**config.mk**
```make
export PLATFORM = sky130hd
export DESIGN_NAME = fcspq_front
export DESIGN_NICKNAME = d
export VERILOG_FILES = /design/src/hw/rtl/assert_macros.svh /design/src/hw/rtl/fcspq_pkg.sv /design/src/hw/rtl/fcspq_front.sv
export SDC_FILE = /design/constraint.sdc
export NUM_CORES = 1
export LEC_CHECK = 0
export ABC_AREA = 1
export BUFFER_PORTS_ARGS = -buffer_cell sky130_fd_sc_hd__clkbuf_2
export CORE_ASPECT_RATIO = 2
export CORE_UTILIZATION = 42
export CTS_BUF_LIST = sky130_fd_sc_hd__clkbuf_4
export DETAILED_ROUTE_END_ITERATION = 8
export PLACE_DENSITY = 0.9
export SETUP_SLACK_MARGIN = 0.2
export SYNTH_ARGS = -nofsm -noshare
export SYNTH_HDL_FRONTEND = slang
export SYNTH_SLANG_ARGS = --single-unit
```
**constraint.sdc**
```tcl
create_clock -name clock -period 3 [get_ports clock]
set_input_delay 0.15 -clock clock [delete_from_list [all_inputs] [get_ports clock]]
set_output_delay 0.15 -clock clock [all_outputs]
set_load 0.005 [all_outputs]
```
**src/hw/rtl/assert_macros.svh**
```systemverilog
// assertion macros shared by the rtl modules
// no dependencies; each file that asserts includes this header
`ifndef ASSERT_MACROS_SVH
`define ASSERT_MACROS_SVH

// condition holds at every edge out of reset
`define CHK_ALWAYS(label, clk, rst, cond, msg) \
   label: assert property (@(posedge clk) disable iff (rst) (cond)) else $error(msg);

// consequent holds in the same cycle
`define CHK_IMPLY(label, clk, rst, ante, cons, msg) \
   label: assert property (@(posedge clk) disable iff (rst) (ante) |-> (cons)) \
      else $error(msg);

// consequent holds in the next cycle
`define CHK_NEXT(label, clk, rst, ante, cons, msg) \
   label: assert property (@(posedge clk) disable iff (rst) (ante) |=> (cons)) \
      else $error(msg);

`endif

```
**src/hw/rtl/fcspq_pkg.sv**
```systemverilog
// types, codes and constants of the four class priority queue
// no dependencies; used by every module of the block
package fcspq_pkg;

   localparam int CLASS_DEPTH_DEFAULT = 256;
   localparam int NUM_CLASSES_DEFAULT = 4;
   localparam int QUEUE_DEPTH         = 2;

   localparam int CLASS_W = 2;
   localparam int BYTES_W = 16;
   localparam int TAG_W   = 16;
   localparam int PS_W    = 16;
   localparam int WAIT_W  = 48;
   localparam int TOTAL_W = 26;
   localparam int ENTRY_W = TAG_W + BYTES_W;

   localparam int CSR_INDEX_W = 2;
   localparam int CSR_DATA_W  = 16;

   localparam logic [PS_W-1:0]    PS_PER_BYTE_RESET = 16'd800;
   localparam logic [CLASS_W-1:0] LONG_HDR_RESET    = 2'd3;
   localparam logic [CLASS_W-1:0] LONG_RETX_RESET   = 2'd2;
   localparam logic [CLASS_W-1:0] LONG_DATA_RESET   = 2'd1;

   localparam logic [CLASS_W-1:0] CLASS_TOP  = 2'd3;
   localparam logic [CLASS_W-1:0] CLASS_RETX = 2'd2;
   localparam logic [CLASS_W-1:0] CLASS_DATA = 2'd1;

   typedef enum logic {
      CMD_ENQUEUE = 1'b0,
      CMD_DEQUEUE = 1'b1
   } cmd_type;

   typedef enum logic [1:0] {
      KIND_CONTROL = 2'd0,
      KIND_NDP     = 2'd1,
      KIND_OTHER   = 2'd2,
      KIND_UNKNOWN = 2'd3
   } kind_type;

   typedef enum logic [CSR_INDEX_W-1:0] {
      CSR_PS_PER_BYTE = 2'd0,
      CSR_LONG_HDR    = 2'd1,
      CSR_LONG_RETX   = 2'd2,
      CSR_LONG_DATA   = 2'd3
   } csr_index_type;

   typedef enum logic [2:0] {
      BK_IDLE,
      BK_READ,
      BK_SUM,
      BK_MUL,
      BK_DONE
   } back_state_type;

   typedef struct packed {
      logic               command;
      logic [1:0]         packet_kind;
      logic               hdr_trimmed;
      logic               retransmitted;
      logic               long_flow;
      logic [BYTES_W-1:0] packet_bytes;
      logic [TAG_W-1:0]   packet_tag;
   } req_type;

   typedef struct packed {
      logic               accepted;
      logic               dropped;
      logic               kind_error;
      logic [CLASS_W-1:0] assigned_class;
      logic [WAIT_W-1:0]  wait_ps;
      logic               out_valid;
      logic [TAG_W-1:0]   out_tag;
      logic [BYTES_W-1:0] out_bytes;
      logic [CLASS_W-1:0] out_class;
      logic [TOTAL_W-1:0] total_bytes;
   } rsp_type;

   typedef struct packed {
      logic [CLASS_W-1:0] long_header_class;
      logic [CLASS_W-1:0] long_retx_class;
      logic [CLASS_W-1:0] long_data_class;
   } cls_cfg_type;

   // classified word handed from front to back
   typedef struct packed {
      logic               command;
      logic               kind_error;
      logic [CLASS_W-1:0] cls;
      logic [BYTES_W-1:0] packet_bytes;
      logic [TAG_W-1:0]   packet_tag;
   } work_type;

   typedef struct packed {
      logic     valid;
      work_type word;
   } work_chan_type;

endpackage

```
**src/hw/rtl/fcspq_front.sv**
```systemverilog
// front stage: accepts request words and classifies them
// depends on fcspq_pkg
module fcspq_front #(
   parameter int NUM_CLASSES = fcspq_pkg::NUM_CLASSES_DEFAULT
) (
   input  logic                   clock,
   input  logic                   reset,
   input  fcspq_pkg::cls_cfg_type cfg,
   input  logic                   req_valid,
   output logic                   req_ready,
   input  fcspq_pkg::req_type     req_data,
   output fcspq_pkg::work_chan_type push,
   input  logic                   push_ready
);

   logic                   valid_ff, valid_in;
   fcspq_pkg::work_type    word_ff, word_in;
   logic [fcspq_pkg::CLASS_W-1:0] raw_cls;

   assign req_ready  = !valid_ff || push_ready;
   assign push.valid = valid_ff;
   assign push.word  = word_ff;

   always_comb begin
      raw_cls = fcspq_pkg::CLASS_DATA;
      case (req_data.packet_kind)
         fcspq_pkg::KIND_CONTROL: raw_cls = fcspq_pkg::CLASS_TOP;
         fcspq_pkg::KIND_NDP: begin
            if (req_data.hdr_trimmed) begin
               raw_cls = req_data.long_flow ? cfg.long_header_class : fcspq_pkg::CLASS_TOP;
            end else if (req_data.retransmitted) begin
               raw_cls = req_data.long_flow ? cfg.long_retx_class : fcspq_pkg::CLASS_RETX;
            end else begin
               raw_cls = req_data.long_flow ? cfg.long_data_class : fcspq_pkg::CLASS_DATA;
            end
         end
         fcspq_pkg::KIND_OTHER: raw_cls = fcspq_pkg::CLASS_DATA;
         default: raw_cls = '0;
      endcase
   end

   always_comb begin
      word_in              = word_ff;
      word_in.command      = req_data.command;
      word_in.kind_error   = (req_data.packet_kind == fcspq_pkg::KIND_UNKNOWN);
      word_in.packet_bytes = req_data.packet_bytes;
      word_in.packet_tag   = req_data.packet_tag;
      // saturate to the top class that exists
      if (int'(raw_cls) >= NUM_CLASSES) begin
         word_in.cls = fcspq_pkg::CLASS_W'(NUM_CLASSES - 1);
      end else begin
         word_in.cls = raw_cls;
      end
      if (req_data.packet_kind == fcspq_pkg::KIND_UNKNOWN) begin
         word_in.cls = '0;
      end
      valid_in = valid_ff;
      if (req_valid && req_ready) begin
         valid_in = 1'b1;
      end else if (push_ready) begin
         valid_in = 1'b0;
      end
   end

   always_ff @(posedge clock) begin
      if (reset) begin
         valid_ff <= 1'b0;
      end else begin
         valid_ff <= valid_in;
      end
   end

   always_ff @(posedge clock) begin
      if (req_valid && req_ready) begin
         word_ff <= word_in;
      end
   end

endmodule

```
Yosys cells after proc, flatten, opt, wreduce, memory -nomap -nowiden
Cells that the tools add are included.

operators by class
  add/subtract/negate cells = 0
  $mul = 0
  div/mod/pow operators = 0
  order comparisons = 0
  equal/unequal tests = 3
  shift-type cells = 0
  muxes and demuxes = 8
  bitwise gates (word level) = 0
  reduce and logical (&&, ||, !) cells = 5

operators by type and width
  cell                                           number
  2-to-1 mux 2 bit                               5
  one-hot mux 2 bit (3 select lines)             1
  == test 2 bit, second input constant           2
  == test 2 x 1 -> 1 bit, second input constant  1
  zero test 2 bit                                1
  2-to-1 mux 1 bit                               2
  nonzero test 2 bit                             1
  logical AND 1 bit                              1
  zero test 1 bit                                1
  logical OR 1 bit                               1

storage, ports and cells
  flip-flop bits (word level) = 37
  latch bits = 0
  bits in writable memories = 0
  ROM bits = 0
  word-level logic and storage cells = 22
  memories kept = 0

Logic depth before layout (Yosys ltp)
  depth after elaboration = 4
  mapped depth = 6
  mapped depth without buffers = 6

Worst setup path before layout
Ideal clock, no wire load.

  kind = register to register
  from = register valid_ff
  to = register word_ff (netlist bit push[0]) (enable)
  setup time = 0.441 ns
  arrival = 2.109 ns
  data required time = 2.559 ns
  slack = 0.450 ns
  cell stages (with the launch flop) = 2
  clock period less this slack = 2.550 ns
  cells stage by stage = dfxtp_1 -> a21oi_1

between the ends
  word-level cells in the longest chain between the ends = 3

ends and longest elaborated chain
  what                    RTL line           RTL
  start, declared         fcspq_front.sv:16  logic valid_ff, valid_in;
  start signal, assigned  fcspq_front.sv:69  valid_ff <= valid_in;
  zero test 1 bit         fcspq_front.sv:20  assign req_ready = !valid_ff || push_ready;
  logical OR 1 bit        fcspq_front.sv:20
  logical AND 1 bit       fcspq_front.sv:74  if (req_valid && req_ready) begin
  end signal, assigned    fcspq_front.sv:75  word_ff <= word_in;
  end, declared           fcspq_front.sv:17  fcspq_pkg::work_type word_ff, word_in;

No other way between the ends.
A chain may end at the register's enable or synchronous reset.

Final worst setup path
  from = register valid_ff
  to = register word_ff (netlist bit push[34]) (enable)

The elaborated chain is that of the path after synthesis.

==> reports/metrics.cfg <==
[synthesis]
syn_nets=114
ys_types=11
yosysWarningCount=0
mappedNetlistArea_mm2=0.00123
ys_ff_latch=37
postSynthCellCount=66
synth.avg_cell_area_um2=18.6
synth-seq-area-share=0.895

[sta]
tns_ns=0
rsz0062_at_grt=no
worst_slew_pin_slew_ns=1.07
fin_crit_ns=1.59
holdWs_ns=0.0880
slew_viol_final=0
finalClockSkew_ns=0.00826
post-route-period-util=0.530
fmax_ghz=0.629
hold_viol=0
slew_headroom=0.283
setup_viol=0

[clock_tree]
cts-root-buf=clkbuf_4
ctsResizeCount=0
clock_latency_ns=0.32
tritoncts=yes
clkSinkCount=37
htreeDepth=2
clk_path_buf_depth=2
clk_pin_slew_ns=0.09
numCtsBuffers=5
postCtsSetupBuffers=0

[power]
p_per_area_mw_per_mm2=466
swShare=0.217
ir_drop_uv=333
power.internal_uw=759
combPwrFrac=0.132
p_switching_uw=210
power_frac_seq=0.634
leakagePower_uw=0.000969
clkPwrFrac=0.234

[critical_path]
crit_required_ns=2.95
max_stage_delay_ns=0.85
crit_family=compound AO/OA/AOI/OAI gates
criticalPathCategory=reg -> reg
crit_buf_inv=0
worst_setup_path_end_kind=flip-flop
r2r-end=push[34]$_DFFE_PP_
cp_cell_sequence=a21oi_4
rrSetupSlack_ns=1.41
r2r_start=valid_ff$_SDFFE_PP0P_
start_kind=flip-flop
arrival_ns=1.54
slowest_stage=a21oi_4
worstPathMaxFanout=36
rr_worst_depth=1

[global_route]
grt_max_degree=37
grt_usage=0.216
grt_pass1_wl_mm=4.51
grt_antenna_before_repair=0
overflow=0
grt_pass1_vias=1052

[place]
portBuffers=85
place.gp.congestion=0.735
dpl.hpwl_mm=2.18

[detailed_routing]
wl_met2_mm=1.99
drc=0
wl_met3_um=256
met1_length_mm=1.08
finalWirelength_mm=3.36
first_iter_violations=36
routedWlPerCell_um=15.3
via_count=1004
detail_route.first_pass.iterations=4
top_layer=met4
routed_via_density=4.58
drtAntennaViolNets=0

[hold_path]
min_from=req_data[35]
min_to=push[32]$_SDFFCE_PP0P_
hold_class=in -> reg
hold_depth=2

[die]
die-width_um=40.3
die_area_mm2=0.00316
rows=27
initial_core_util=0.444
io_pins=86
core_mm2=0.00277
die_h_um=78.5

[outcome]
status=completed

[layout]
area_delta_synth_final_pct=69.0
num_antenna_cells=0
drive_gt1_frac=0.489
nNetsFinal=239
n_fill_cell=165
final_common_cell=clkbuf_2
final_cell_mix=85 x clkbuf_2, 36 x edfxtp_1, 34 x dlygate4sd3_1

[job]
cap_viol_max_count=0

## stage by stage
step | instances | cell area (um^2) | worst slack [ns] | power [uW] | util
floorplan | 66 | 1230 | 0.450 | 649 | -
detailed placement | 179 | 1700 | 1.43 | 717 | 0.612
global placement | 179 | 1700 | 1.50 | 708 | 0.612
global route | 219 | 2080 | 1.33 | 1010 | 0.750
CTS | 216 | 2050 | 1.41 | 968 | 0.739
finish | 219 | 2080 | 1.41 | 969 | 0.750
## Yosys cell counts
library cell | instances | area share
edfxtp_1 | 36 | 0.88
nand2_1 | 13 | 0.040
inv_1 | 8 | 0.024
a21oi_1 | 2 | 0.0081
a21boi_1 | 1 | 0.0061
a21oi_2 | 1 | 0.0071
a31oi_1 | 1 | 0.0051
buf_4 | 1 | 0.0061
dfxtp_1 | 1 | 0.016
nand3_1 | 1 | 0.0041
o21ai_1 | 1 | 0.0041
## power by group through the flow
| stage | combinational, uW | sequential, uW | clock [uW] |
|---|---|---|---|
| after floorplan | 20.2 | 628 | 0 |
| after global placement | 85.3 | 623 | 0 |
| after detailed placement | 91.4 | 625 | 0 |
| after CTS | 124 | 614 | 231 |
| after global routing | 139 | 618 | 255 |
| final | 128 | 614 | 227 |
## flip-flops by register name, indices dropped and copies added, names as in the netlist
signal	count
valid_ff	1
push	36
## logic make-up (layout without fill, tap and decap cells)
| logic type | count (synthesis) | after routing | share of synthesized area |
|---|---|---|---|
| AO/OA/AOI/OAI | 6 | 6 | 0.0305 |
| buffers and inverters | 9 | 133 | 0.0305 |
| AND/OR/NAND/NOR | 14 | 14 | 0.0437 |
| flip-flops | 37 | 37 | 0.895 |
## layout make-up
cell class              instances  area [um^2]  share of cell area
clock buffers                   5         37.5              0.0181
well taps                      29         36.3              0.0175
clock inverters                 1         5.00             0.00241
repair buffers                119          766               0.368
flip-flops and latches         37         1100               0.530
multi-input cells              20          103              0.0494
inverters                       8         30.0              0.0144
## metal layers
layer	up-vias	GRT usage
li1	481	-
met4	0	0.0633
met2	71	0.394
met5	-	0
met1	450	0.211
met3	2	0.0678
## worst max path at each step
stage | cells after the start | to | from | slack [ns]
finish | 1 | push[34]$_DFFE_PP_ | valid_ff$_SDFFE_PP0P_ | 1.41
global route | 1 | push[7]$_DFFE_PP_ | valid_ff$_SDFFE_PP0P_ | 1.33
CTS | 1 | push[33]$_SDFFCE_PP0P_ | valid_ff$_SDFFE_PP0P_ | 1.41
detailed placement | 1 | push[33]$_SDFFCE_PP0P_ | valid_ff$_SDFFE_PP0P_ | 1.43
global placement | 1 | push[33]$_SDFFCE_PP0P_ | valid_ff$_SDFFE_PP0P_ | 1.50
floorplan | 1 | push[0]$_DFFE_PP_ | valid_ff$_SDFFE_PP0P_ | 0.45
## repair_timing
action,CTS,global route
hold buffers,31,3
setup endpoints to repair,0,0
hold endpoints to repair,31,3
No activity file was read; power rests on OpenSTA's default activity.
