**src/hw/rtl/assert_macros.svh**
```systemverilog
// assertion macros shared by the rtl modules
// no dependencies; each file that asserts includes this header
`ifndef ASSERT_MACROS_SVH
`define ASSERT_MACROS_SVH

// condition holds at every edge out of reset
`define CHK_ALWAYS(label, clk, rst, cond, msg) \
   label: assert property (@(posedge clk) disable iff (rst) (cond)) else $error(msg);

// consequent holds in the same cycle
`define CHK_IMPLY(label, clk, rst, ante, cons, msg) \
   label: assert property (@(posedge clk) disable iff (rst) (ante) |-> (cons)) \
      else $error(msg);

// consequent holds in the next cycle
`define CHK_NEXT(label, clk, rst, ante, cons, msg) \
   label: assert property (@(posedge clk) disable iff (rst) (ante) |=> (cons)) \
      else $error(msg);

`endif

```
**src/hw/rtl/fcspq_pkg.sv**
```systemverilog
// types, codes and constants of the four class priority queue
// no dependencies; used by every module of the block
package fcspq_pkg;

   localparam int CLASS_DEPTH_DEFAULT = 256;
   localparam int NUM_CLASSES_DEFAULT = 4;
   localparam int QUEUE_DEPTH         = 2;

   localparam int CLASS_W = 2;
   localparam int BYTES_W = 16;
   localparam int TAG_W   = 16;
   localparam int PS_W    = 16;
   localparam int WAIT_W  = 48;
   localparam int TOTAL_W = 26;
   localparam int ENTRY_W = TAG_W + BYTES_W;

   localparam int CSR_INDEX_W = 2;
   localparam int CSR_DATA_W  = 16;

   localparam logic [PS_W-1:0]    PS_PER_BYTE_RESET = 16'd800;
   localparam logic [CLASS_W-1:0] LONG_HDR_RESET    = 2'd3;
   localparam logic [CLASS_W-1:0] LONG_RETX_RESET   = 2'd2;
   localparam logic [CLASS_W-1:0] LONG_DATA_RESET   = 2'd1;

   localparam logic [CLASS_W-1:0] CLASS_TOP  = 2'd3;
   localparam logic [CLASS_W-1:0] CLASS_RETX = 2'd2;
   localparam logic [CLASS_W-1:0] CLASS_DATA = 2'd1;

   typedef enum logic {
      CMD_ENQUEUE = 1'b0,
      CMD_DEQUEUE = 1'b1
   } cmd_type;

   typedef enum logic [1:0] {
      KIND_CONTROL = 2'd0,
      KIND_NDP     = 2'd1,
      KIND_OTHER   = 2'd2,
      KIND_UNKNOWN = 2'd3
   } kind_type;

   typedef enum logic [CSR_INDEX_W-1:0] {
      CSR_PS_PER_BYTE = 2'd0,
      CSR_LONG_HDR    = 2'd1,
      CSR_LONG_RETX   = 2'd2,
      CSR_LONG_DATA   = 2'd3
   } csr_index_type;

   typedef enum logic [2:0] {
      BK_IDLE,
      BK_READ,
      BK_SUM,
      BK_MUL,
      BK_DONE
   } back_state_type;

   typedef struct packed {
      logic               command;
      logic [1:0]         packet_kind;
      logic               hdr_trimmed;
      logic               retransmitted;
      logic               long_flow;
      logic [BYTES_W-1:0] packet_bytes;
      logic [TAG_W-1:0]   packet_tag;
   } req_type;

   typedef struct packed {
      logic               accepted;
      logic               dropped;
      logic               kind_error;
      logic [CLASS_W-1:0] assigned_class;
      logic [WAIT_W-1:0]  wait_ps;
      logic               out_valid;
      logic [TAG_W-1:0]   out_tag;
      logic [BYTES_W-1:0] out_bytes;
      logic [CLASS_W-1:0] out_class;
      logic [TOTAL_W-1:0] total_bytes;
   } rsp_type;

   typedef struct packed {
      logic [CLASS_W-1:0] long_header_class;
      logic [CLASS_W-1:0] long_retx_class;
      logic [CLASS_W-1:0] long_data_class;
   } cls_cfg_type;

   // classified word handed from front to back
   typedef struct packed {
      logic               command;
      logic               kind_error;
      logic [CLASS_W-1:0] cls;
      logic [BYTES_W-1:0] packet_bytes;
      logic [TAG_W-1:0]   packet_tag;
   } work_type;

   typedef struct packed {
      logic     valid;
      work_type word;
   } work_chan_type;

endpackage

```
**src/hw/rtl/fcspq_queue.sv**
```systemverilog
// short queue of classified words between front and back
// depends on fcspq_pkg and assert_macros.svh
`include "assert_macros.svh"
module fcspq_queue (
   input  logic                     clock,
   input  logic                     reset,
   input  fcspq_pkg::work_chan_type push,
   output logic                     push_ready,
   output fcspq_pkg::work_chan_type pop,
   input  logic                     pop_ready
);

   localparam int DEPTH = fcspq_pkg::QUEUE_DEPTH;
   localparam int PTR_W = (DEPTH > 1) ? $clog2(DEPTH) : 1;
   localparam int CNT_W = $clog2(DEPTH + 1);

   fcspq_pkg::work_type slot_ff [DEPTH];
   logic [PTR_W-1:0] wr_ptr_ff, wr_ptr_in;
   logic [PTR_W-1:0] rd_ptr_ff, rd_ptr_in;
   logic [CNT_W-1:0] count_ff, count_in;
   logic             do_push, do_pop;

   assign push_ready = (count_ff != CNT_W'(DEPTH));
   assign pop.valid  = (count_ff != '0);
   assign pop.word   = slot_ff[rd_ptr_ff];
   assign do_push    = push.valid && push_ready;
   assign do_pop     = pop.valid && pop_ready;

   always_comb begin
      wr_ptr_in = wr_ptr_ff;
      rd_ptr_in = rd_ptr_ff;
      count_in  = count_ff;
      if (do_push) begin
         wr_ptr_in = (wr_ptr_ff == PTR_W'(DEPTH - 1)) ? '0 : wr_ptr_ff + 1'b1;
      end
      if (do_pop) begin
         rd_ptr_in = (rd_ptr_ff == PTR_W'(DEPTH - 1)) ? '0 : rd_ptr_ff + 1'b1;
      end
      if (do_push && !do_pop) begin
         count_in = count_ff + 1'b1;
      end else if (do_pop && !do_push) begin
         count_in = count_ff - 1'b1;
      end
   end

   always_ff @(posedge clock) begin
      if (reset) begin
         wr_ptr_ff <= '0;
         rd_ptr_ff <= '0;
         count_ff  <= '0;
      end else begin
         wr_ptr_ff <= wr_ptr_in;
         rd_ptr_ff <= rd_ptr_in;
         count_ff  <= count_in;
      end
   end

   always_ff @(posedge clock) begin
      if (do_push) begin
         slot_ff[wr_ptr_ff] <= push.word;
      end
   end

   `CHK_ALWAYS(a_count_bound, clock, reset, count_ff <= CNT_W'(DEPTH), "queue count overrun")
   `CHK_NEXT(a_push_grows, clock, reset, do_push && !do_pop, count_ff == $past(count_ff) + 1'b1, "push lost")
   `CHK_NEXT(a_pop_shrinks, clock, reset, do_pop && !do_push, count_ff == $past(count_ff) - 1'b1, "pop lost")

endmodule

```
**config.mk**
```make
export PLATFORM = sky130hd
export DESIGN_NAME = fcspq_queue
export DESIGN_NICKNAME = d
export VERILOG_FILES = /design/src/hw/rtl/fcspq_pkg.sv /design/src/hw/rtl/fcspq_queue.sv
export VERILOG_INCLUDE_DIRS = /design/src /design/src/hw/rtl
export SDC_FILE = /design/constraint.sdc
export NUM_CORES = 1
export LEC_CHECK = 0
export BUFFER_PORTS_ARGS = -buffer_cell sky130_fd_sc_hd__buf_2
export CAP_MARGIN = 20
export CORE_ASPECT_RATIO = 0.9
export CORE_MARGIN = 4
export CORE_UTILIZATION = 35
export DETAILED_ROUTE_END_ITERATION = 16
export MAX_ROUTING_LAYER = met4
export PLACE_DENSITY = 0.7
export SYNTH_ARGS = -nofsm -noshare
export SYNTH_HDL_FRONTEND = slang
export SYNTH_SLANG_ARGS = --single-unit
```
**constraint.sdc**
```tcl
create_clock -name clock -period 2 [get_ports clock]
set_clock_uncertainty 0.1 [all_clocks]
set_input_delay 0.2 -clock clock [delete_from_list [all_inputs] [get_ports clock]]
set_output_delay 0.2 -clock clock [all_outputs]
set_load 0.005 [all_outputs]
```
## Word-level counts from Yosys, hierarchy flattened

Memories as Yosys holds them, arrays and structs flattened. A register that Yosys moved wholly into a read port is not among the register bits.
Index checks and enable logic that the tools add are counted.
W data, S select, Z words.

- Eq/ne operators: 1
- Reductions and logical operators: 8
- Add/sub/neg operators: 4
- Muxes and demuxes: 8

Operators by type and width:

| kind | count |
|---|---|
| $mux W1 | 6 |
| $logic_and A1 B1 Y1 | 4 |
| $mux W2 | 2 |
| $reduce_bool A2 Y1 | 2 |
| $add A1 B1 Y1 const B | 2 |
| $add A2 B1 Y2 const B | 1 |
| $logic_not A1 Y1 | 2 |
| $ne A2 B2 Y1 const B | 1 |
| $sub A2 B1 Y2 const B | 1 |

- Output and inout bits: 38
- RAM bits: 72
- Memories: 1
- Input port bits: 40
- Flip-flop bits (word level): 4

Memory list:

| memory | depth | width | rd ports | clocked after memory_dff | wr ports | RTL line | text |
|---|---|---|---|---|---|---|---|
| slot_ff | 2 | 36 | 1 | 1 | 1 | fcspq_queue.sv:17 | `fcspq_pkg::work_type slot_ff [DEPTH];` |

## Depth between registers and ports, before layout

Gate-level depths: netlist of the first run.

- Depth after elaboration: 6
- Depth in mapped cells: 6
- Gate-level depth less buffers: 6

## Worst setup path before layout of the first run

Ideal clock, no wire load.

- Path type: reg-to-reg
- Start: register count_ff[0]
- End: memory slot_ff[1][0] (netlist bit) (enable)
- Slack: -14 ps
- Setup time: 397 ps
- Arrival time: 1517 ps
- Required time: 1503 ps
- Stages on the path, launching flop included: 3
- Cells stage by stage: dfxtp_1 nand2b_1 and3_1

- Cells in the longest elaborated chain, start to end: 4

RTL lines:

| item | RTL line | text |
|---|---|---|
| from (decl) | fcspq_queue.sv:20 | `logic [CNT_W-1:0] count_ff, count_in;` |
| from (signal assigned) | fcspq_queue.sv:54 | `count_ff <= count_in;` |
| $ne A2 B2 Y1 | fcspq_queue.sv:23 | `assign push_ready = (count_ff != CNT_W'(DEPTH));` |
| net push_ready | fcspq_queue.sv:8 | `output logic push_ready,` |
| $logic_and A1 B1 Y1 | fcspq_queue.sv:26 | `assign do_push = push.valid && push_ready;` |
| $mux W1 | fcspq_queue.sv:59 | `if (do_push) begin` |
| $mux W1 (implied by the code) | fcspq_queue.sv:60 | `slot_ff[wr_ptr_ff] <= push.word;` |
| to (decl) | fcspq_queue.sv:17 |  |

The timed path passes the listed nets, and every way through them passes these cells.

==> summary.txt, run 1 <==
Drt
  – Via Count: 1589
  – Number of remaining DRC errors: 0
  – Wire length per cell: 14.1 µm
  – Drt pass-1 iters: 4
  – Vias per inst: 4.38
  – Post-route ant nets: 0
  – DR iter-0 viols: 47
  – Wirelength, routed: 5100 µm

Global routing
  – Largest net degree at the start of global routing: 20
  – Vias in the first global route: 1684
  – First-pass GRT wire length: 8000 µm
  – Gr usage total: 11.5%
  – Antenna violations before repair: 0
  – Grt total ovfl: 0

Floorplan
  – Chip width: 103 µm
  – Full die area: 9550 µm²
  – Die H: 93.1 µm
  – Initial Util: 36.6%
  – Ports: 78
  – # rows: 30
  – Core ar.: 7690 µm²

Setup path
  – Setup Crit Path Kind: reg -> out
  – Worst path max stage delay: 390 ps
  – Worst path slowest cell: mux2_2
  – Buffers & Inverters on Critical Path: 2
  – CP required: 1700 ps
  – Worst path cell trace: buf_4, mux2_2, buf_2
  – Startpoint Class: register
  – Endpoint class of the critical path: output port
  – Critical path's top delay family: buffers and inverters
  – Maximum fanout along the worst path: 19
  – Crit path DAT: 1440 ps

Placed design
  – DP Cell Count: 311
  – Port bufs: 77
  – Routability cong.: 0.692
  – Dpl hpwl: 3250 µm

Synth
  – Synth Instances: 136
  – Register area share after synthesis: 80.3%
  – Post-synth top area cell: edfxtp_1
  – Seq cells post-synth: 77
  – Synth unique cells: 18
  – Synth Cell Area: 2820 µm²
  – Synth warn: 0
  – Syn nets: 177
  – Dominant cells by area after synthesis: edfxtp_1 77%, mux2_2 14%, dfxtp_1 3.6%, xor2_1 0.93%, buf_4 0.80%
  – Share of the synthesized area in the top cell type: 76.7%
  – Synthesized area per cell: 20.7 µm²

Power
  – Pwr dens: 1130 nW/µm²
  – Pleak: 0.00151 µW
  – Peak VDD IR: 691 µV

CTS
  – CTS clk-pin slew, worst paths: 70 ps
  – Sink Count: 77
  – Clk buf depth: 2
  – Clock root cell: clkbuf_8
  – Post-cts sizing count: 0
  – Max H-tree Level: 3
  – CTS tree: built
  – Worst skew pair latency: 320 ps
  – Setup bufs post-CTS: 0
  – Inserted Clock Buffers: 9
  – CTS Hold Bufs: 37

Final layout
  – Multi-input gate area: 526 µm²
  – Antenna fix cells: 0
  – Core Util, Final: 51.2%
  – Area grow syn2layout: 39.9%
  – Final #Nets: 304
  – Reg area: 2260 µm²
  – Layout cells sized above 1: 51.3%
  – Finished Layout Cells: 363
  – Fillers: 619

Timing
  – Worst slew pin tran: 298 ps
  – RSZ-0062 raised after global routing: false
  – Final Setup Violations: 0
  – Max Slew Vio Count: 0
  – Setup TNS: 0 ps
  – Final hold vios: 0
  – Worst slew margin: 79.9%
  – Max Fclk: 576 MHz
  – Crit path time final: 1740 ps
  – Final period util: 86.8%

Flow run
  – Max-cap viol count: 0

Status
  – Status: completed

Min path
  – Min-delay worst type: in -> reg
[per-stage QoR]
stage                     cell area (µm²)  total power [µW]  worst slack, ps  hold WS [ps]
final                                3940              4450              264          96.5
after global routing                 3940              4710              158          95.0
after CTS                            3940              4530              216          69.7
after detailed placement             3340              3130              285           291
after global placement               3340              3110              346           288
after floorplan                      2820              2720              118           169
[flip-flops by register name, indices dropped and copies added (netlist names), named ones only]
signal,flops
rd_ptr_ff,1
wr_ptr_ff,1
count_ff,2
slot_ff,72
[final timing paths]
kind	from	end	slack, ps	depth (start not counted)
worst max register to register	count_ff[0]	count_ff[1]	270	5
worst min-delay path	push[36]	wr_ptr_ff	100	3
worst max-delay path	register	pop[21]	260	3
worst min register to register	rd_ptr_ff	rd_ptr_ff	410	2
[placed cells by master (no fill, tap or decap), drive strengths merged, types with 2 or more instances in the layout]
| cell type | instances |
|---|---|
| xor2 | 3 |
| nor2 | 3 |
| buf | 83 |
| o21ai | 2 |
| edfxtp | 72 |
| clkinv | 2 |
| a21oi | 2 |
| mux2 | 36 |
| dfxtp | 5 |
| dlygate4sd3 | 37 |
| clkbuf | 10 |
| bufinv | 3 |
[cell type report]
type / instances / share of cell area, %
clock buffers: 10 / 3.24
flip-flops and latches: 77 / 57.4
repair buffers: 120 / 20.3
inverters: 1 / 0.0952
multi-input cells: 54 / 13.3
clock inverters: 5 / 2.54
well taps: 96 / 3.05
[per-layer routing]
layer | global-route usage (%) | wire length (µm)
met1 | 12.7 | 2170
met4 | 4.26 | 70
met3 | 4.40 | 326
met5 | - | 0
met2 | 18.9 | 2540
[synthesized netlist by cell type]
cell and instances:
inv_1 1, nand3b_1 1, xor2_1 3, mux2_2 36, and2_1 1, or3_1 1, or2_2 1, buf_4 3
o21ai_0 2, buf_2 1, nor2_1 3, a21bo_2 1, ha_1 1, a21oi_1 2, dfxtp_1 5, and3_1 1
nand2b_1 1, edfxtp_1 72
[report_power, final]
part	leakage (µW)	internal, µW	switching [µW]
logic	0.000680	569	484
clock network	0.000116	818	503
registers	0.000714	2020	62.2
[worst register-to-register path: cells and delay by family (launching register included)]
family          cells  cell delay [ps]
compound gates      1              140
fa+ha+maj           1              330
flops               1              350
simple gates        3              750
[cell families (layout without fill, tap and decap cells)]
| logic type | after synthesis | in the layout | share of synthesized area, % |
|---|---|---|---|
| AND/OR/NAND/NOR | 9 | 9 | 1.78 |
| AO/OA/AOI/OAI | 5 | 5 | 1.07 |
| buffers and inverters | 5 | 136 | 1.11 |
| multiplexers | 36 | 36 | 14.4 |
| flip-flops | 77 | 77 | 80.3 |
| XOR/XNOR | 3 | 3 | 0.933 |
| adder cells (fa/ha/maj) | 1 | 1 | 0.444 |
No activity file was read; power rests on OpenSTA's default activity.
==> run 2, diff against run 1 <==
- ABC_AREA: not set -> 1
- CELL_PAD_IN_SITES_DETAIL_PLACEMENT: not set -> 0
- CELL_PAD_IN_SITES_GLOBAL_PLACEMENT: not set -> 1
- GPL_ROUTABILITY_DRIVEN: not set -> 0
- PLACE_DENSITY: 0.7 -> 0.79
==> summary.txt, run 2 <==
Synth
  – Share of the synthesized area in the top cell type: 72.3% (was 76.7%)
  – Synth unique cells: 14 (was 18)
  – Register area share after synthesis: 75.6% (was 80.3%)
  – Synth Instances: 149 (was 136)
  – Synth warn: 0 (unchanged)
  – Top FF cell, synth: edfxtp_1 (unchanged)
  – Synth Cell Area: 2990 µm² (was 2820 µm²)
  – Dominant cells by area after synthesis: edfxtp_1 72%, mux2_4 15%, dfxtp_1 3.3%, mux2_2 2.3%, buf_12 2.0% (was edfxtp_1 77%, mux2_2 14%, dfxtp_1 3.6%, xor2_1 0.93%, buf_4 0.80%)
  – Synth top cells by count: 72 x edfxtp_1, 30 x mux2_4, 9 x nand2_1 (was 72 x edfxtp_1, 36 x mux2_2, 5 x dfxtp_1)
  – Post-synth EDFFs: 72 (unchanged)
  – Seq cells post-synth: 77 (unchanged)
  – Post-synth top area cell: edfxtp_1 (unchanged)
  – Async set-or-reset flop fraction in the synthesized netlist: 0% (unchanged)
  – Synthesized area per cell: 20.1 µm² (was 20.7 µm²)
  – Cell with the most instances after synthesis: edfxtp_1 (unchanged)
  – Syn nets: 190 (was 177)

CTS
  – CTS Hold Bufs: 36 (was 37)
  – Clk buf depth: 2 (unchanged)
  – CTS tree: built (unchanged)
  – Worst skew pair latency: 330 ps (was 320 ps)
  – Post-cts sizing count: 0 (unchanged)
  – Clock root cell: clkbuf_8 (unchanged)
  – Sink Count: 77 (unchanged)
  – Inserted Clock Buffers: 9 (unchanged)
  – Setup bufs post-CTS: 0 (unchanged)
  – Max H-tree Level: 3 (unchanged)
  – CTS clk-pin slew, worst paths: 70 ps (about the same)

Floorplan
  – Die H: 95.7 µm (was 93.1 µm)
  – # rows: 31 (was 30)
  – Ports: 78 (unchanged)
  – Full die area: 10100 µm² (was 9550 µm²)
  – Initial Util: 36.5% (was 36.6%)
  – Chip width: 105 µm (was 103 µm)
  – Core ar.: 8180 µm² (was 7690 µm²)

Setup path
  – Reg2reg end: count_ff[1] (unchanged)
  – Endpoint class of the critical path: output port (unchanged)
  – Crit path DAT: 1520 ps (was 1440 ps)
  – Worst-case reg-to-reg path depth: 10 (was 5)
  – Buffers & Inverters on Critical Path: 2 (unchanged)
  – Worst path cell trace: buf_12, mux2_2, buf_2 (was buf_4, mux2_2, buf_2)
  – Startpoint Class: register (unchanged)
  – Worst path slowest cell: dfxtp_2 (was mux2_2)
  – CP required: 1700 ps (about the same)
  – Flop2flop setup slack: 370 ps (was 270 ps)
  – Worst path max stage delay: 500 ps (was 390 ps)
  – CP endpoint: pop[15] (was pop[21])
  – Cell count along the critical path: 3 (unchanged)
  – Critical path's top delay family: flip-flops (was buffers and inverters)
  – Maximum fanout along the worst path: 16 (was 19)
  – Setup Crit Path Kind: reg -> out (unchanged)
  – Reg2Reg Launch Point: count_ff[0] (unchanged)

Drt
  – Wire length per cell: 13.3 µm (was 14.1 µm)
  – Via Count: 1626 (was 1589)
  – Wirelength, routed: 5250 µm (was 5100 µm)
  – Post-route ant nets: 0 (unchanged)
  – Vias per inst: 4.12 (was 4.38)
  – Number of remaining DRC errors: 0 (unchanged)
  – DR iter-0 viols: 34 (was 47)
  – Drt pass-1 iters: 4 (unchanged)

Global routing
  – Antenna violations before repair: 0 (unchanged)
  – Grt total ovfl: 0 (unchanged)
  – Met2 GRT Util: 19.5% (was 18.9%)
  – Gr usage total: 10.9% (was 11.5%)
  – GR met3 Demand/Resource: 4.02% (was 4.40%)
  – Largest net degree at the start of global routing: 21 (was 20)
  – Grt met1 use: 10.9% (was 12.7%)
  – Vias in the first global route: 1719 (was 1684)
  – GR peak layer: met2 (unchanged)
  – First-pass GRT wire length: 8080 µm (was 8000 µm)

Flow run
  – Max-cap viol count: 0 (unchanged)

Min path
  – Hold_sp: reset (was push[36])
  – Min-delay worst type: in -> reg (unchanged)

Timing
  – Worst slew pin tran: 285 ps (was 298 ps)
  – Max Fclk: 550 MHz (was 576 MHz)
  – Final hold vios: 0 (unchanged)
  – Final Setup Violations: 0 (unchanged)
  – PnR worst setup slack: 180 ps (was 264 ps)
  – Crit path time final: 1820 ps (was 1740 ps)
  – Worst slew margin: 81.0% (was 79.9%)
  – Max Slew Vio Count: 0 (unchanged)
  – Final period util: 91.0% (was 86.8%)
  – RSZ-0062 raised after global routing: false (unchanged)

Power
  – Pwr dens: 1050 nW/µm² (was 1130 nW/µm²)
  – Peak VDD IR: 449 µV (was 691 µV)
  – Pleak: 0.00161 µW (was 0.00151 µW)
  – Total power: 4250 µW (was 4450 µW)

Final layout
  – Final #Nets: 316 (was 304)
  – Multi-input gate area: 642 µm² (was 526 µm²)
  – Reg area: 2260 µm² (unchanged)
  – Antenna fix cells: 0 (unchanged)
  – Layout cells sized above 1: 48.6% (was 51.3%)
  – Most flops, register: slot_ff (unchanged)
  – Most frequent cells in the layout: 77 x buf_2, 72 x edfxtp_1, 36 x dlygate4sd3_1 (was 77 x buf_2, 72 x edfxtp_1, 37 x dlygate4sd3_1)
  – Fillers: 708 (was 619)
  – Most common cell after layout, fill and taps aside: buf_2 (unchanged)
  – Top Registers: slot_ff x72, count_ff x2 (unchanged)
  – Number of flip-flops in the largest register: 72 (unchanged)
  – Area grow syn2layout: 35.8% (was 39.9%)

Placed design
  – Placement Setup Slack: 389 ps (was 285 ps)
  – Port bufs: 77 (unchanged)
  – Dpl hpwl: 3520 µm (was 3250 µm)

Status
  – Status: completed (unchanged)
run 2: worst min-delay path by stage:
stage / slack (ps) / to / cells past startpoint
finish: 50 / count_ff[1] / 4
global route: 40 / count_ff[1] / 4
CTS: 30 / count_ff[1] / 4
detailed placement: 290 / slot_ff[1][5] / 1
global placement: 290 / slot_ff[0][21] / 1
floorplan: 200 / slot_ff[0][0] / 0
run 2: power breakdown:
part / switching [µW] / internal (µW)
registers: 87.4 / 2040
logic: 516 / 647
clock network: 526 / 438
run 2: area by class of cell:
cell class,instances,share of cell area [%]
inverters,8,0.739
flip-flops and latches,77,55.7
multi-input cells,60,15.8
clock inverters,7,1.05
repair buffers,119,20.1
clock buffers,9,3.05
well taps,115,3.54
run 2: metrics by stage:
stage	cells	util [%]	TNS [ps]	area, µm²	hold WS [ps]
floorplan	149	-	-2420	3000	199
detailed placement	343	43.2	0	3530	291
global placement	343	43.2	0	3530	287
finish	395	49.6	0	4060	48.4
CTS	395	49.6	0	4060	34.9
global route	395	49.6	0	4060	38.7
run 2: routing by layer:
metal | wire, µm | share of wire (%)
met1 | 2070 | 39
met2 | 2770 | 53
met3 | 360 | 6.9
met4 | 51 | 0.97
met5 | 0 | 0
run 2: worst register-to-register path, cell delays in order (launching register included):
cell	delay, ps
dfxtp_1	310
inv_1	110
nand2_1	80
nand2_1	200
inv_1	90
ha_1	340
inv_1	90
nand3_1	80
nand2_1	60
inv_1	40
nor2_1	80
run 2: kinds of logic (layout without fill, tap and decap cells):
kind of cell               Yosys count  after routing  synth area share [%]
AOI/OAI and AO/OA                    4              4                 0.669
adders and majority gates            1              1                 0.418
buffers and inverters               12            143                  3.39
DFF                                 77             77                  75.6
muxes                               36             36                  17.3
and+or+nand+nor                     19             19                  2.55
==> run 3, diff against run 2 <==
- CORE_MARGIN: 4 -> 2
- PLACE_DENSITY: 0.79 -> 0.69
- clock period: 2 -> 2.15 ns (I/O delays scaled with it)
==> summary.txt, run 3 (synthesized netlist as in run 2, its figures left out) <==
Timing
  – Worst slew pin tran: 458 ps (was 285 ps)
  – RSZ-0062 raised after global routing: false (unchanged)
  – Crit path time final: 1900 ps
  – Max Slew Vio Count: 0 (unchanged)
  – Hold WS: 65.2 ps (was 48.4 ps)
  – Final hold vios: 0 (unchanged)
  – Worst slew margin: 69.4% (was 81.0%)
  – Final period util: 88.3%
  – Final Setup Violations: 0 (unchanged)
  – Max Fclk: 527 MHz

Global routing
  – Grt total ovfl: 0 (unchanged)
  – Largest net degree at the start of global routing: 27 (was 21)
  – Antenna violations before repair: 0 (unchanged)
  – First-pass GRT wire length: 7960 µm (was 8080 µm)
  – Vias in the first global route: 1665 (was 1719)
  – Gr usage total: 12.0% (was 10.9%)

Final layout
  – Number of flip-flops in the largest register: 72 (unchanged)
  – Top Registers: slot_ff x72, count_ff x2 (unchanged)
  – Final #Nets: 316 (unchanged)
  – Multi-input gate area: 642 µm² (unchanged)
  – Area grow syn2layout: 36.6% (was 35.8%)
  – Most frequent cells in the layout: 77 x buf_2, 72 x edfxtp_1, 36 x dlygate4sd3_1 (unchanged)
  – Layout cells sized above 1: 48.9% (was 48.6%)
  – Core Util, Final: 49.9% (was 49.6%)
  – Post-route cell area: 4080 µm² (was 4060 µm²)
  – Reg area: 2260 µm² (unchanged)
  – Fillers: 697 (was 708)
  – Most flops, register: slot_ff (unchanged)
  – Antenna fix cells: 0 (unchanged)
  – Most common cell after layout, fill and taps aside: buf_2 (unchanged)

Power
  – Pleak: 0.00163 µW (was 0.00161 µW)
  – Pwr dens: 1030 nW/µm² (was 1050 nW/µm²)
  – Peak VDD IR: 503 µV (was 449 µV)
  – Total power: 4190 µW (was 4250 µW)

Floorplan
  – Core ar.: 8180 µm² (unchanged)
  – # rows: 31 (unchanged)
  – Die H: 91.7 µm (was 95.7 µm)
  – Full die area: 9300 µm² (was 10100 µm²)
  – Ports: 78 (unchanged)
  – Chip width: 101 µm (was 105 µm)
  – Initial Util: 36.5% (unchanged)

Drt
  – Post-route ant nets: 0 (unchanged)
  – Number of remaining DRC errors: 0 (unchanged)
  – Met2 routed WL: 2560 µm (was 2770 µm)
  – Wirelength, routed: 5320 µm (was 5250 µm)
  – Routed wl met3: 217 µm (was 360 µm)
  – Uppermost layer routed: met4 (unchanged)
  – Via Count: 1634 (was 1626)
  – DRT met1 WL: 2490 µm (was 2070 µm)
  – DR iter-0 viols: 45 (was 34)
  – Drt pass-1 iters: 4 (unchanged)
  – Wire length per cell: 13.5 µm (was 13.3 µm)
  – Vias per inst: 4.14 (was 4.12)

Setup path
  – Worst path cell trace: buf_4, mux2_2, buf_2 (was buf_12, mux2_2, buf_2)
  – CP required: 1840 ps (was 1700 ps)
  – Crit path DAT: 1580 ps (was 1520 ps)
  – Flop2flop setup slack: 520 ps (was 370 ps)
  – Reg2reg end: count_ff[1] (unchanged)
  – Endpoint class of the critical path: output port (unchanged)
  – CP endpoint: pop[22] (was pop[15])
  – Worst-case reg-to-reg path depth: 10 (unchanged)
  – Cell count along the critical path: 3 (unchanged)
  – Setup Crit Path Kind: reg -> out (unchanged)
  – Worst path slowest cell: buf_4 (was dfxtp_2)
  – Maximum fanout along the worst path: 26 (was 16)
  – Worst path max stage delay: 400 ps (was 500 ps)
  – Critical path's top delay family: buffers and inverters (was flip-flops)
  – Buffers & Inverters on Critical Path: 2 (unchanged)
  – Startpoint Class: register (unchanged)
  – Reg2Reg Launch Point: count_ff[0] (unchanged)

Flow run
  – Max-cap viol count: 0 (unchanged)

CTS
  – CTS tree: built (unchanged)
  – Clk buf depth: 2 (unchanged)
  – Max H-tree Level: 3 (unchanged)
  – CTS clk-pin slew, worst paths: 80 ps (was 70 ps)
  – Inserted Clock Buffers: 9 (unchanged)
  – Clock root cell: clkbuf_8 (unchanged)
  – Sink Count: 77 (unchanged)
  – Setup bufs post-CTS: 0 (unchanged)
  – Worst skew pair latency: 340 ps (was 330 ps)

Placed design
  – Port bufs: 77 (unchanged)
  – Dpl hpwl: 3400 µm (was 3520 µm)
  – Cell Area, Placed: 3510 µm² (was 3530 µm²)

Status
  – Status: completed (unchanged)

Min path
  – Min-delay worst type: in -> reg (unchanged)
==> run 3: changes by cell type in the layout (fill, tap and decap cells not counted), sizes merged <==
| cell | delta |
|---|---|
| clkinvlp | -3 |
| bufinv | +2 |
| clkinv | +1 |
==> run 3: through the flow <==
stage | TNS [ps] | cells | setup WS, ps
after global routing | 0 | 395 | 164
after detailed placement | 0 | 343 | 544
after CTS | 0 | 395 | 202
after global placement | 0 | 343 | 590
final | 0 | 395 | 251
after floorplan | -33290 | 149 | -462
==> run 3: how the worst min path moves through the flow <==
stage | depth (start not counted) | slack, ps | end | from
global placement | 1 | 300 | slot_ff[0][18] | push[18]
floorplan | 0 | 210 | slot_ff[0][0] | push[0]
global route | 4 | 60 | count_ff[1] | reset
CTS | 4 | 40 | count_ff[1] | reset
finish | 4 | 70 | count_ff[1] | reset
detailed placement | 1 | 310 | slot_ff[1][3] | push[3]
==> run 3: power breakdown <==
| part | total [µW] | internal (µW) | switching (µW) |
|---|---|---|---|
| clock | 1160 | 647 | 509 |
| sequential | 1950 | 1900 | 59.3 |
| combinational | 1080 | 577 | 502 |
==> run 3: layer usage <==
layer | up-vias | global-route usage (%)
li1 | 808 | -
met1 | 771 | 15.3
met2 | 47 | 18.0
met3 | 8 | 3.05
met4 | 0 | 5.41
met5 | - | -
==> run 3: area by class of cell <==
| class | instances | share of cell area [%] |
|---|---|---|
| timing repair buffer | 119 | 19.4 |
| tap | 115 | 3.52 |
| sequential | 77 | 55.4 |
| multi-input combinational | 60 | 15.7 |
| clock inverter | 7 | 2.21 |
| clock buffer | 9 | 3.03 |
| inverter | 8 | 0.735 |
==> run 3: timing repair <==
item                                   CTS  global route
endpoints found under the hold margin   72             0
hold buffers                            36             0
gates resized for setup                  0             0
==> run 3: worst min-delay path: stages <==
cell and delay (ps):
buf_2 70, inv_1 70, nand2_1 70, nor2_1 30
